**config.mk**
```make
export PLATFORM = sky130hd
export DESIGN_NAME = strided_row_address_generator
export DESIGN_NICKNAME = d
export VERILOG_FILES = /design/src/sv/srag_pkg.sv /design/src/sv/srag_divider.sv /design/src/sv/srag_mac.sv /design/src/sv/strided_row_address_generator.sv
export SDC_FILE = /design/constraint.sdc
export NUM_CORES = 2
export LEC_CHECK = 0
export BUFFER_PORTS_ARGS = -buffer_cell sky130_fd_sc_hd__buf_2
export CAP_MARGIN = 20
export CORE_MARGIN = 5
export CORE_UTILIZATION = 40
export CTS_BUF_LIST = sky130_fd_sc_hd__clkbuf_4 sky130_fd_sc_hd__clkbuf_8
export CTS_CLUSTER_SIZE = 30
export DETAILED_ROUTE_END_ITERATION = 16
export PLACE_DENSITY = 0.64
export SETUP_SLACK_MARGIN = 0.02
export SLEW_MARGIN = 20
export SYNTH_ARGS = -nofsm -noshare
export SYNTH_HDL_FRONTEND = slang
export SYNTH_SLANG_ARGS = --single-unit
```
**constraint.sdc**
```tcl
create_clock -name aclk -period 12.4 [get_ports aclk]
set_input_delay 3.1 -clock aclk [delete_from_list [all_inputs] [get_ports aclk]]
set_output_delay 3.1 -clock aclk [all_outputs]
set_load 0.03 [all_outputs]
```
**src/sv/srag_pkg.sv**
```systemverilog
`timescale 1ns / 1ps
`default_nettype none
// ----------------------------------------------------------------------------
// srag_pkg
// Shared types and constants of the strided row address generator.
// ----------------------------------------------------------------------------
package srag_pkg;

    localparam int MAX_OUTER_DIMS = 4;
    localparam int DIM_SEL_W      = (MAX_OUTER_DIMS > 1) ? $clog2(MAX_OUTER_DIMS) : 1;
    localparam int CNT_W          = $clog2(MAX_OUTER_DIMS + 1);

    localparam int OFFSET_W = 48;
    localparam int COPY_W   = 20;
    localparam int DIVD_W   = 32;
    localparam int DIVS_W   = 16;

    localparam logic [COPY_W-1:0] COPY_MAX = {COPY_W{1'b1}};

    localparam logic CMD_SET       = 1'b0;
    localparam logic CMD_TRANSLATE = 1'b1;

    typedef enum logic [1:0] {
        CFG_OUTER_DIMS    = 2'd0,
        CFG_ROW_ELEMENTS  = 2'd1,
        CFG_ELEMENT_BYTES = 2'd2,
        CFG_ROW_COUNT     = 2'd3
    } cfg_index_t;

    typedef enum logic [2:0] {
        ST_IDLE,
        ST_CHECK,
        ST_DIV_WAIT,
        ST_MAC_DST,
        ST_MAC_SRC,
        ST_SCALE_DST,
        ST_SCALE_SRC,
        ST_DONE
    } ctrl_state_t;

    typedef enum logic [2:0] {
        MAC_HOLD,
        MAC_CLEAR,
        MAC_ACC_DST,
        MAC_ACC_SRC,
        MAC_SCALE_DST,
        MAC_SCALE_SRC
    } mac_op_t;

    typedef struct packed {
        mac_op_t            op;
        logic [31:0]        digit;
        logic signed [31:0] stride;
        logic [4:0]         scale;
    } mac_ctrl_t;

    typedef struct packed {
        logic              done;
        logic [DIVD_W-1:0] quotient;
        logic [DIVS_W-1:0] remainder;
    } div_result_t;

    typedef struct packed {
        logic               command;
        logic [1:0]         dim_index;
        logic [15:0]        extent;
        logic signed [31:0] dst_stride;
        logic signed [31:0] src_stride;
        logic [31:0]        row_index;
    } in_req_t;

    typedef struct packed {
        logic signed [OFFSET_W-1:0] dst_byte_offset;
        logic signed [OFFSET_W-1:0] src_byte_offset;
        logic [COPY_W-1:0]          copy_bytes;
        logic                       row_out_of_range;
    } out_rsp_t;

endpackage
`default_nettype wire

```
**src/sv/srag_divider.sv**
```systemverilog
`timescale 1ns / 1ps
`default_nettype none
// ----------------------------------------------------------------------------
// srag_divider
// Restoring divider, one quotient bit per cycle, unsigned 32 by 16 bits.
// ----------------------------------------------------------------------------
module srag_divider
    import srag_pkg::*;
(
    input  wire logic              aclk,
    input  wire logic              aresetn,
    input  wire logic              start,
    input  wire logic [DIVD_W-1:0] dividend,
    input  wire logic [DIVS_W-1:0] divisor,
    output div_result_t            result
);

    localparam int STEP_W = $clog2(DIVD_W);

    logic [DIVD_W-1:0] q_reg, q_next;
    logic [DIVS_W-1:0] r_reg, r_next;
    logic [DIVS_W-1:0] d_reg, d_next;
    logic [STEP_W-1:0] step_reg, step_next;
    logic              busy_reg, busy_next;
    logic              done_reg, done_next;
    logic [DIVS_W:0]   trial;
    logic [DIVS_W:0]   diff;

    always_comb begin
        trial     = {r_reg, q_reg[DIVD_W-1]};
        diff      = trial - {1'b0, d_reg};
        q_next    = q_reg;
        r_next    = r_reg;
        d_next    = d_reg;
        step_next = step_reg;
        busy_next = busy_reg;
        done_next = 1'b0;
        if (start) begin
            q_next    = dividend;
            r_next    = '0;
            d_next    = divisor;
            step_next = '0;
            busy_next = 1'b1;
        end else if (busy_reg) begin
            if (!diff[DIVS_W]) begin
                r_next = diff[DIVS_W-1:0];
                q_next = {q_reg[DIVD_W-2:0], 1'b1};
            end else begin
                r_next = trial[DIVS_W-1:0];
                q_next = {q_reg[DIVD_W-2:0], 1'b0};
            end
            step_next = step_reg + STEP_W'(1);
            if (step_reg == STEP_W'(DIVD_W - 1)) begin
                busy_next = 1'b0;
                done_next = 1'b1;
            end
        end
    end

    always_ff @(posedge aclk) begin
        if (!aresetn) begin
            busy_reg <= 1'b0;
            done_reg <= 1'b0;
            step_reg <= '0;
        end else begin
            busy_reg <= busy_next;
            done_reg <= done_next;
            step_reg <= step_next;
        end
        q_reg <= q_next;
        r_reg <= r_next;
        d_reg <= d_next;
    end

    assign result.done      = done_reg;
    assign result.quotient  = q_reg;
    assign result.remainder = r_reg;

endmodule
`default_nettype wire

```
**src/sv/srag_mac.sv**
```systemverilog
`timescale 1ns / 1ps
`default_nettype none
// ----------------------------------------------------------------------------
// srag_mac
// Offset accumulators: digit times stride, then scale by element size.
// ----------------------------------------------------------------------------
module srag_mac
    import srag_pkg::*;
(
    input  wire logic                  aclk,
    input  wire mac_ctrl_t             ctrl,
    output logic signed [OFFSET_W-1:0] dst_acc,
    output logic signed [OFFSET_W-1:0] src_acc
);

    logic [OFFSET_W-1:0]   dst_reg, dst_next;
    logic [OFFSET_W-1:0]   src_reg, src_next;
    logic signed [32:0]    mul_a;
    logic signed [64:0]    mul_p;
    logic [OFFSET_W-1:0]   scale_in;
    logic [OFFSET_W+4:0]   scale_p;

    always_comb begin
        mul_a    = $signed({1'b0, ctrl.digit});
        mul_p    = mul_a * ctrl.stride;
        scale_in = (ctrl.op == MAC_SCALE_SRC) ? src_reg : dst_reg;
        scale_p  = scale_in * ctrl.scale;
        dst_next = dst_reg;
        src_next = src_reg;
        case (ctrl.op)
            MAC_CLEAR: begin
                dst_next = '0;
                src_next = '0;
            end
            MAC_ACC_DST:   dst_next = dst_reg + mul_p[OFFSET_W-1:0];
            MAC_ACC_SRC:   src_next = src_reg + mul_p[OFFSET_W-1:0];
            MAC_SCALE_DST: dst_next = scale_p[OFFSET_W-1:0];
            MAC_SCALE_SRC: src_next = scale_p[OFFSET_W-1:0];
            default: ;
        endcase
    end

    always_ff @(posedge aclk) begin
        dst_reg <= dst_next;
        src_reg <= src_next;
    end

    assign dst_acc = $signed(dst_reg);
    assign src_acc = $signed(src_reg);

endmodule
`default_nettype wire

```
**src/sv/strided_row_address_generator.sv**
```systemverilog
`timescale 1ns / 1ps
`default_nettype none
// ----------------------------------------------------------------------------
// strided_row_address_generator
// Splits a flat row index into mixed-radix digits over the outer dimensions
// and returns source and destination byte offsets of that row.
//
//   channel  ports               direction  content
//   cfg      cfg_wr_*            in         register writes
//   s        s_valid/s_ready     in         set-dimension or translate request
//   m        m_valid/m_ready     out        offsets, copy length, range flag
//
// A set request gives no result. A translate request runs the one-bit-per-cycle
// divider once per outer dimension in use (up to four); a dimension with a
// zero extent takes the whole rest as its digit and skips the divider. Reset
// is synchronous, active low. A request is taken while a result waits; a
// finished result waits for the output register.
// ----------------------------------------------------------------------------
module strided_row_address_generator
    import srag_pkg::*;
(
    input  wire logic        aclk,
    input  wire logic        aresetn,
    input  wire logic        cfg_wr_en,
    input  wire logic [1:0]  cfg_wr_index,
    input  wire logic [31:0] cfg_wr_data,
    input  wire logic        s_valid,
    output logic             s_ready,
    input  wire in_req_t     s_data,
    output logic             m_valid,
    input  wire logic        m_ready,
    output out_rsp_t         m_data
);

    logic [2:0]  outer_dims_reg;
    logic [15:0] row_elements_reg;
    logic [4:0]  element_bytes_reg;
    logic [31:0] row_count_reg;

    logic [15:0]        extent_tab   [MAX_OUTER_DIMS];
    logic signed [31:0] dst_str_tab  [MAX_OUTER_DIMS];
    logic signed [31:0] src_str_tab  [MAX_OUTER_DIMS];

    ctrl_state_t       state_reg, state_next;
    logic [CNT_W-1:0]  cnt_reg, cnt_next;
    logic [31:0]       rem_reg, rem_next;
    logic [31:0]       digit_reg, digit_next;
    logic [31:0]       row_reg, row_next;
    logic              m_valid_reg, m_valid_next;
    out_rsp_t          m_data_reg, m_data_next;

    logic              s_fire;
    logic              set_fire;
    logic [CNT_W-1:0]  dims;
    logic [CNT_W-1:0]  cnt_m1;
    logic [DIM_SEL_W-1:0] idx;
    logic [20:0]       copy_raw;
    logic              div_start;
    div_result_t       div_res;
    mac_ctrl_t         mac_ctrl;
    logic signed [OFFSET_W-1:0] dst_acc;
    logic signed [OFFSET_W-1:0] src_acc;

    assign s_ready  = (state_reg == ST_IDLE);
    assign s_fire   = s_valid && s_ready;
    assign set_fire = s_fire && (s_data.command == CMD_SET)
                      && ({30'd0, s_data.dim_index} < 32'(MAX_OUTER_DIMS));
    assign dims     = ({29'd0, outer_dims_reg} > 32'(MAX_OUTER_DIMS))
                      ? CNT_W'(MAX_OUTER_DIMS) : CNT_W'(outer_dims_reg);
    assign cnt_m1   = cnt_reg - CNT_W'(1);
    assign idx      = cnt_m1[DIM_SEL_W-1:0];
    assign copy_raw = row_elements_reg * element_bytes_reg;

    // configuration registers
    always_ff @(posedge aclk) begin
        if (!aresetn) begin
            outer_dims_reg    <= 3'd1;
            row_elements_reg  <= 16'd1;
            element_bytes_reg <= 5'd1;
            row_count_reg     <= '0;
        end else if (cfg_wr_en) begin
            case (cfg_index_t'(cfg_wr_index))
                CFG_OUTER_DIMS:    outer_dims_reg    <= cfg_wr_data[2:0];
                CFG_ROW_ELEMENTS:  row_elements_reg  <= cfg_wr_data[15:0];
                CFG_ELEMENT_BYTES: element_bytes_reg <= cfg_wr_data[4:0];
                CFG_ROW_COUNT:     row_count_reg     <= cfg_wr_data;
                default: ;
            endcase
        end
    end

    // dimension tables
    always_ff @(posedge aclk) begin
        if (!aresetn) begin
            for (int d = 0; d < MAX_OUTER_DIMS; d++) begin
                extent_tab[d]  <= '1;
                dst_str_tab[d] <= '0;
                src_str_tab[d] <= '0;
            end
        end else if (set_fire) begin
            extent_tab[s_data.dim_index[DIM_SEL_W-1:0]]  <= s_data.extent;
            dst_str_tab[s_data.dim_index[DIM_SEL_W-1:0]] <= s_data.dst_stride;
            src_str_tab[s_data.dim_index[DIM_SEL_W-1:0]] <= s_data.src_stride;
        end
    end

    always_comb begin
        state_next   = state_reg;
        cnt_next     = cnt_reg;
        rem_next     = rem_reg;
        digit_next   = digit_reg;
        row_next     = row_reg;
        m_valid_next = m_valid_reg && !m_ready;
        m_data_next  = m_data_reg;
        div_start    = 1'b0;
        mac_ctrl.op     = MAC_HOLD;
        mac_ctrl.digit  = digit_reg;
        mac_ctrl.stride = dst_str_tab[idx];
        mac_ctrl.scale  = element_bytes_reg;

        case (state_reg)
            ST_IDLE: begin
                if (s_fire && (s_data.command == CMD_TRANSLATE)) begin
                    row_next    = s_data.row_index;
                    rem_next    = s_data.row_index;
                    cnt_next    = dims;
                    mac_ctrl.op = MAC_CLEAR;
                    state_next  = ST_CHECK;
                end
            end
            ST_CHECK: begin
                if (cnt_reg == '0) begin
                    state_next = ST_SCALE_DST;
                end else if (extent_tab[idx] == '0) begin
                    digit_next = rem_reg;
                    rem_next   = '0;
                    state_next = ST_MAC_DST;
                end else begin
                    div_start  = 1'b1;
                    state_next = ST_DIV_WAIT;
                end
            end
            ST_DIV_WAIT: begin
                if (div_res.done) begin
                    digit_next = {16'd0, div_res.remainder};
                    rem_next   = div_res.quotient;
                    state_next = ST_MAC_DST;
                end
            end
            ST_MAC_DST: begin
                mac_ctrl.op = MAC_ACC_DST;
                state_next  = ST_MAC_SRC;
            end
            ST_MAC_SRC: begin
                mac_ctrl.op     = MAC_ACC_SRC;
                mac_ctrl.stride = src_str_tab[idx];
                cnt_next        = cnt_m1;
                state_next      = ST_CHECK;
            end
            ST_SCALE_DST: begin
                mac_ctrl.op = MAC_SCALE_DST;
                state_next  = ST_SCALE_SRC;
            end
            ST_SCALE_SRC: begin
                mac_ctrl.op = MAC_SCALE_SRC;
                state_next  = ST_DONE;
            end
            ST_DONE: begin
                if (!m_valid_reg || m_ready) begin
                    m_valid_next                = 1'b1;
                    m_data_next.dst_byte_offset = dst_acc;
                    m_data_next.src_byte_offset = src_acc;
                    m_data_next.copy_bytes      = copy_raw[20] ? COPY_MAX
                                                  : copy_raw[COPY_W-1:0];
                    m_data_next.row_out_of_range = (row_reg >= row_count_reg);
                    state_next                  = ST_IDLE;
                end
            end
            default: state_next = ST_IDLE;
        endcase
    end

    always_ff @(posedge aclk) begin
        if (!aresetn) begin
            state_reg   <= ST_IDLE;
            cnt_reg     <= '0;
            m_valid_reg <= 1'b0;
        end else begin
            state_reg   <= state_next;
            cnt_reg     <= cnt_next;
            m_valid_reg <= m_valid_next;
        end
        rem_reg    <= rem_next;
        digit_reg  <= digit_next;
        row_reg    <= row_next;
        m_data_reg <= m_data_next;
    end

    srag_divider u_divider (
        .aclk     (aclk),
        .aresetn  (aresetn),
        .start    (div_start),
        .dividend (rem_reg),
        .divisor  (extent_tab[idx]),
        .result   (div_res)
    );

    srag_mac u_mac (
        .aclk    (aclk),
        .ctrl    (mac_ctrl),
        .dst_acc (dst_acc),
        .src_acc (src_acc)
    );

    assign m_valid = m_valid_reg;
    assign m_data  = m_data_reg;

endmodule
`default_nettype wire

```
==> results.toml <==
[yosys]
syn_nets = 8722
yosysSeqAreaShare_pct = 29.8
synthAdderAreaFrac_pct = 33.1
avgSynthCellArea_um2 = 10.3
synth-simple-area-share_pct = 16.6
async_flop_share_pct = 0
synth-compound-area-share_pct = 7.30
muxShareOfSynthArea_pct = 3.42
ys.flop_type = "edfxtp_1"
yosysWarnings = 0
synth_xor_area_share_pct = 2.76
mappedNetlistArea_mm2 = 0.0740
synth_cells = 7184
synth_cell_types = 87
synth_top_family_by_area = "adder cells"
synth-edff-count = 677
ys_ff_latch = 763

[worst_setup_path]
worst-r2r-setup-slack_ns = 0.53
cp-start-kind = "register"
critPathMaxFanout = 14
path_delay_family = "adder cells"
critPathBufInv = 5
rr_worst_depth = 40
arrival_ns = 12.49
worstSetupEndpointType = "register"
startpoint = "state_reg[0]"
crit_end = "u_mac.dst_acc[45]"
timing.rr.end = "u_mac.dst_acc[45]"
r2r_start = "state_reg[0]"
critPathKind = "reg -> reg"
required_ns = 13.03
slowest_delay_ns = 0.56
crit_cells = 40
crit_slowest_cell = "fa_1"

[detailed_routing]
drt_first_pass_iters = 5
route.met2.wl_um = 101000
highest_layer = "met5"
routedWlPerCell_um = 20.9
met1_length_um = 86400
drc = 0
dr_wl_met3_um = 12900
via_per_inst = 5.26
drt-initial-drc-count = 3649
vias = 52400
drtAntennaViolNets = 0
wirelength_um = 208000

[sta]
relSlewSlack_pct = 27.1
rsz0062_at_grt = "true"
finalClockSkew_ns = 0.0766
min_period_ns = 11.87
fin_crit_sh_pct = 95.7
tightest_slew_ns = 1.09
whs_ns = 0.456
setup_ws_ns = 0.532
maxSlewViolCount = 0
fmax_mhz = 84.3
finalHoldViolations = 0
setup_violations = 0

[floorplanning]
row_count = 157
ioPinCount = 273
coreArea_mm2 = 0.183
start_util_pct = 40.3
fp.dieH_um = 440
die_area_mm2 = 0.194
chipWidth_um = 440

[clock_network]
ctsResizeCount = 0
cts_made_buffers = 140
path_clk_slew_ns = 0.06
insertion_delay_ns = 0.91
root_buffer = "clkbuf_8"
cts_tree = "done"
cts_setup_buffers = 0
htreeDepth = 4
ctsHoldBuffers = 0
clockBufferDepth = 3
cts.sinks = 763

[place]
io_buffers = 272
gp_congestion = 0.925
place_ws_ns = 0.467
hpwl_um = 157000
place_area_mm2 = 0.0783

[flow_run]
maxCapViolCount = 0

[hold_path]
hp-class = "reg -> reg"

[global_route]
grt_pass1_wl_um = 322000
grt_usage_pct = 21.5
antenna_found_initial = 25
grt_overflow = 0
grt_pass1_vias = 54700
grt_max_degree = 82

[cells_and_area]
syn_to_final_growth_pct = 9.88
drive_gt1_share_pct = 10.7
finalInstanceArea_mm2 = 0.0813
nFillCells = 17400
final_common_cell = "nand2_1"
most-common-layout-cells = "nand2_1, inv_1, fa_1, and2_1, edfxtp_1"
layout.nets = 8915
fin_util_pct = 44.3

[outcome]
outcome = "finished, final reports clean"
==> routing by layer <==
metal | vias to the layer above | track usage (%)
met5 | - | 0
met4 | 12 | 8.27
met3 | 376 | 3.40
met2 | 1768 | 36.0
met1 | 26700 | 28.2
li1 | 23500 | -
==> worst reg2reg max path: cells and delay by family (launching register included) <==
family,cells,cell delay [ns]
XOR/XNOR,2,0.30
AND/OR/NAND/NOR,5,1.25
adder cells (fa/ha/maj),10,4.75
flip-flops,1,0.53
multiplexers,1,0.51
buffers and inverters,5,0.56
AO/OA/AOI/OAI,17,3.71
==> cells in the mapped netlist, types with 36 or more instances <==
cell | n | area, µm²
nand2_1 | 1089 | 4090
inv_1 | 1024 | 3840
fa_1 | 957 | 19200
and2_1 | 726 | 4540
edfxtp_1 | 677 | 20300
ha_1 | 427 | 5340
clkbuf_1 | 314 | 1180
a21oi_1 | 247 | 1240
nor2b_1 | 198 | 1240
o21ai_0 | 180 | 901
xnor2_1 | 146 | 1280
nor2_1 | 132 | 495
nand2b_1 | 125 | 782
a21o_1 | 120 | 901
dfxtp_1 | 86 | 1720
xor2_1 | 77 | 674
mux4_2 | 75 | 1690
a22o_1 | 57 | 499
nand3_1 | 41 | 205
nor3_1 | 36 | 180
==> cell type report <==
cell class | count | area (µm²) | area share, %
Antenna cell | 20 | 50.0 | 0.0616
Clock buffer | 180 | 2260 | 2.78
Timing Repair Buffer | 395 | 2400 | 2.95
Clock inverter | 75 | 641 | 0.788
Multi-Input combinational cell | 5051 | 46900 | 57.8
Inverter | 1026 | 3850 | 4.74
Sequential cell | 763 | 22100 | 27.1
Tap cell | 2464 | 3080 | 3.79
==> through the flow <==
| step | setup TNS, ns | std cells |
|---|---|---|
| after floorplan | 0 | 7184 |
| after global placement | 0 | 9698 |
| after detailed placement | 0 | 9698 |
| after CTS | 0 | 9953 |
| after global routing | -0.0853 | 9962 |
| final | 0 | 9974 |
==> how the worst min path moves through the flow <==
stage | start | end | slack (ns) | cells after the start
4_1_cts | row_count_reg[22] | row_count_reg[22] | 0.46 | 2
5_1_grt | row_count_reg[2] | row_count_reg[2] | 0.48 | 2
2_1_floorplan | outer_dims_reg[0] | outer_dims_reg[0] | 0.43 | 2
3_5_place_dp | row_count_reg[22] | row_count_reg[22] | 0.45 | 2
6_report | row_count_reg[22] | row_count_reg[22] | 0.46 | 2
3_3_place_gp | row_count_reg[25] | row_count_reg[25] | 0.45 | 2
==> kinds of logic (layout without fill, tap and decap cells) <==
logic type / Yosys count / count (layout)
AND/OR/NAND/NOR: 2454 / 2455
adder cells (fa/ha/maj): 1384 / 1384
buffers and inverters: 1371 / 1676
AO/OA/AOI/OAI: 839 / 839
flip-flops: 763 / 763
XOR/XNOR: 228 / 228
multiplexers: 145 / 145
other: 0 / 20
Power is not shown: default switching activity piles up to over one toggle a cycle in this logic, so the estimate is an artifact.
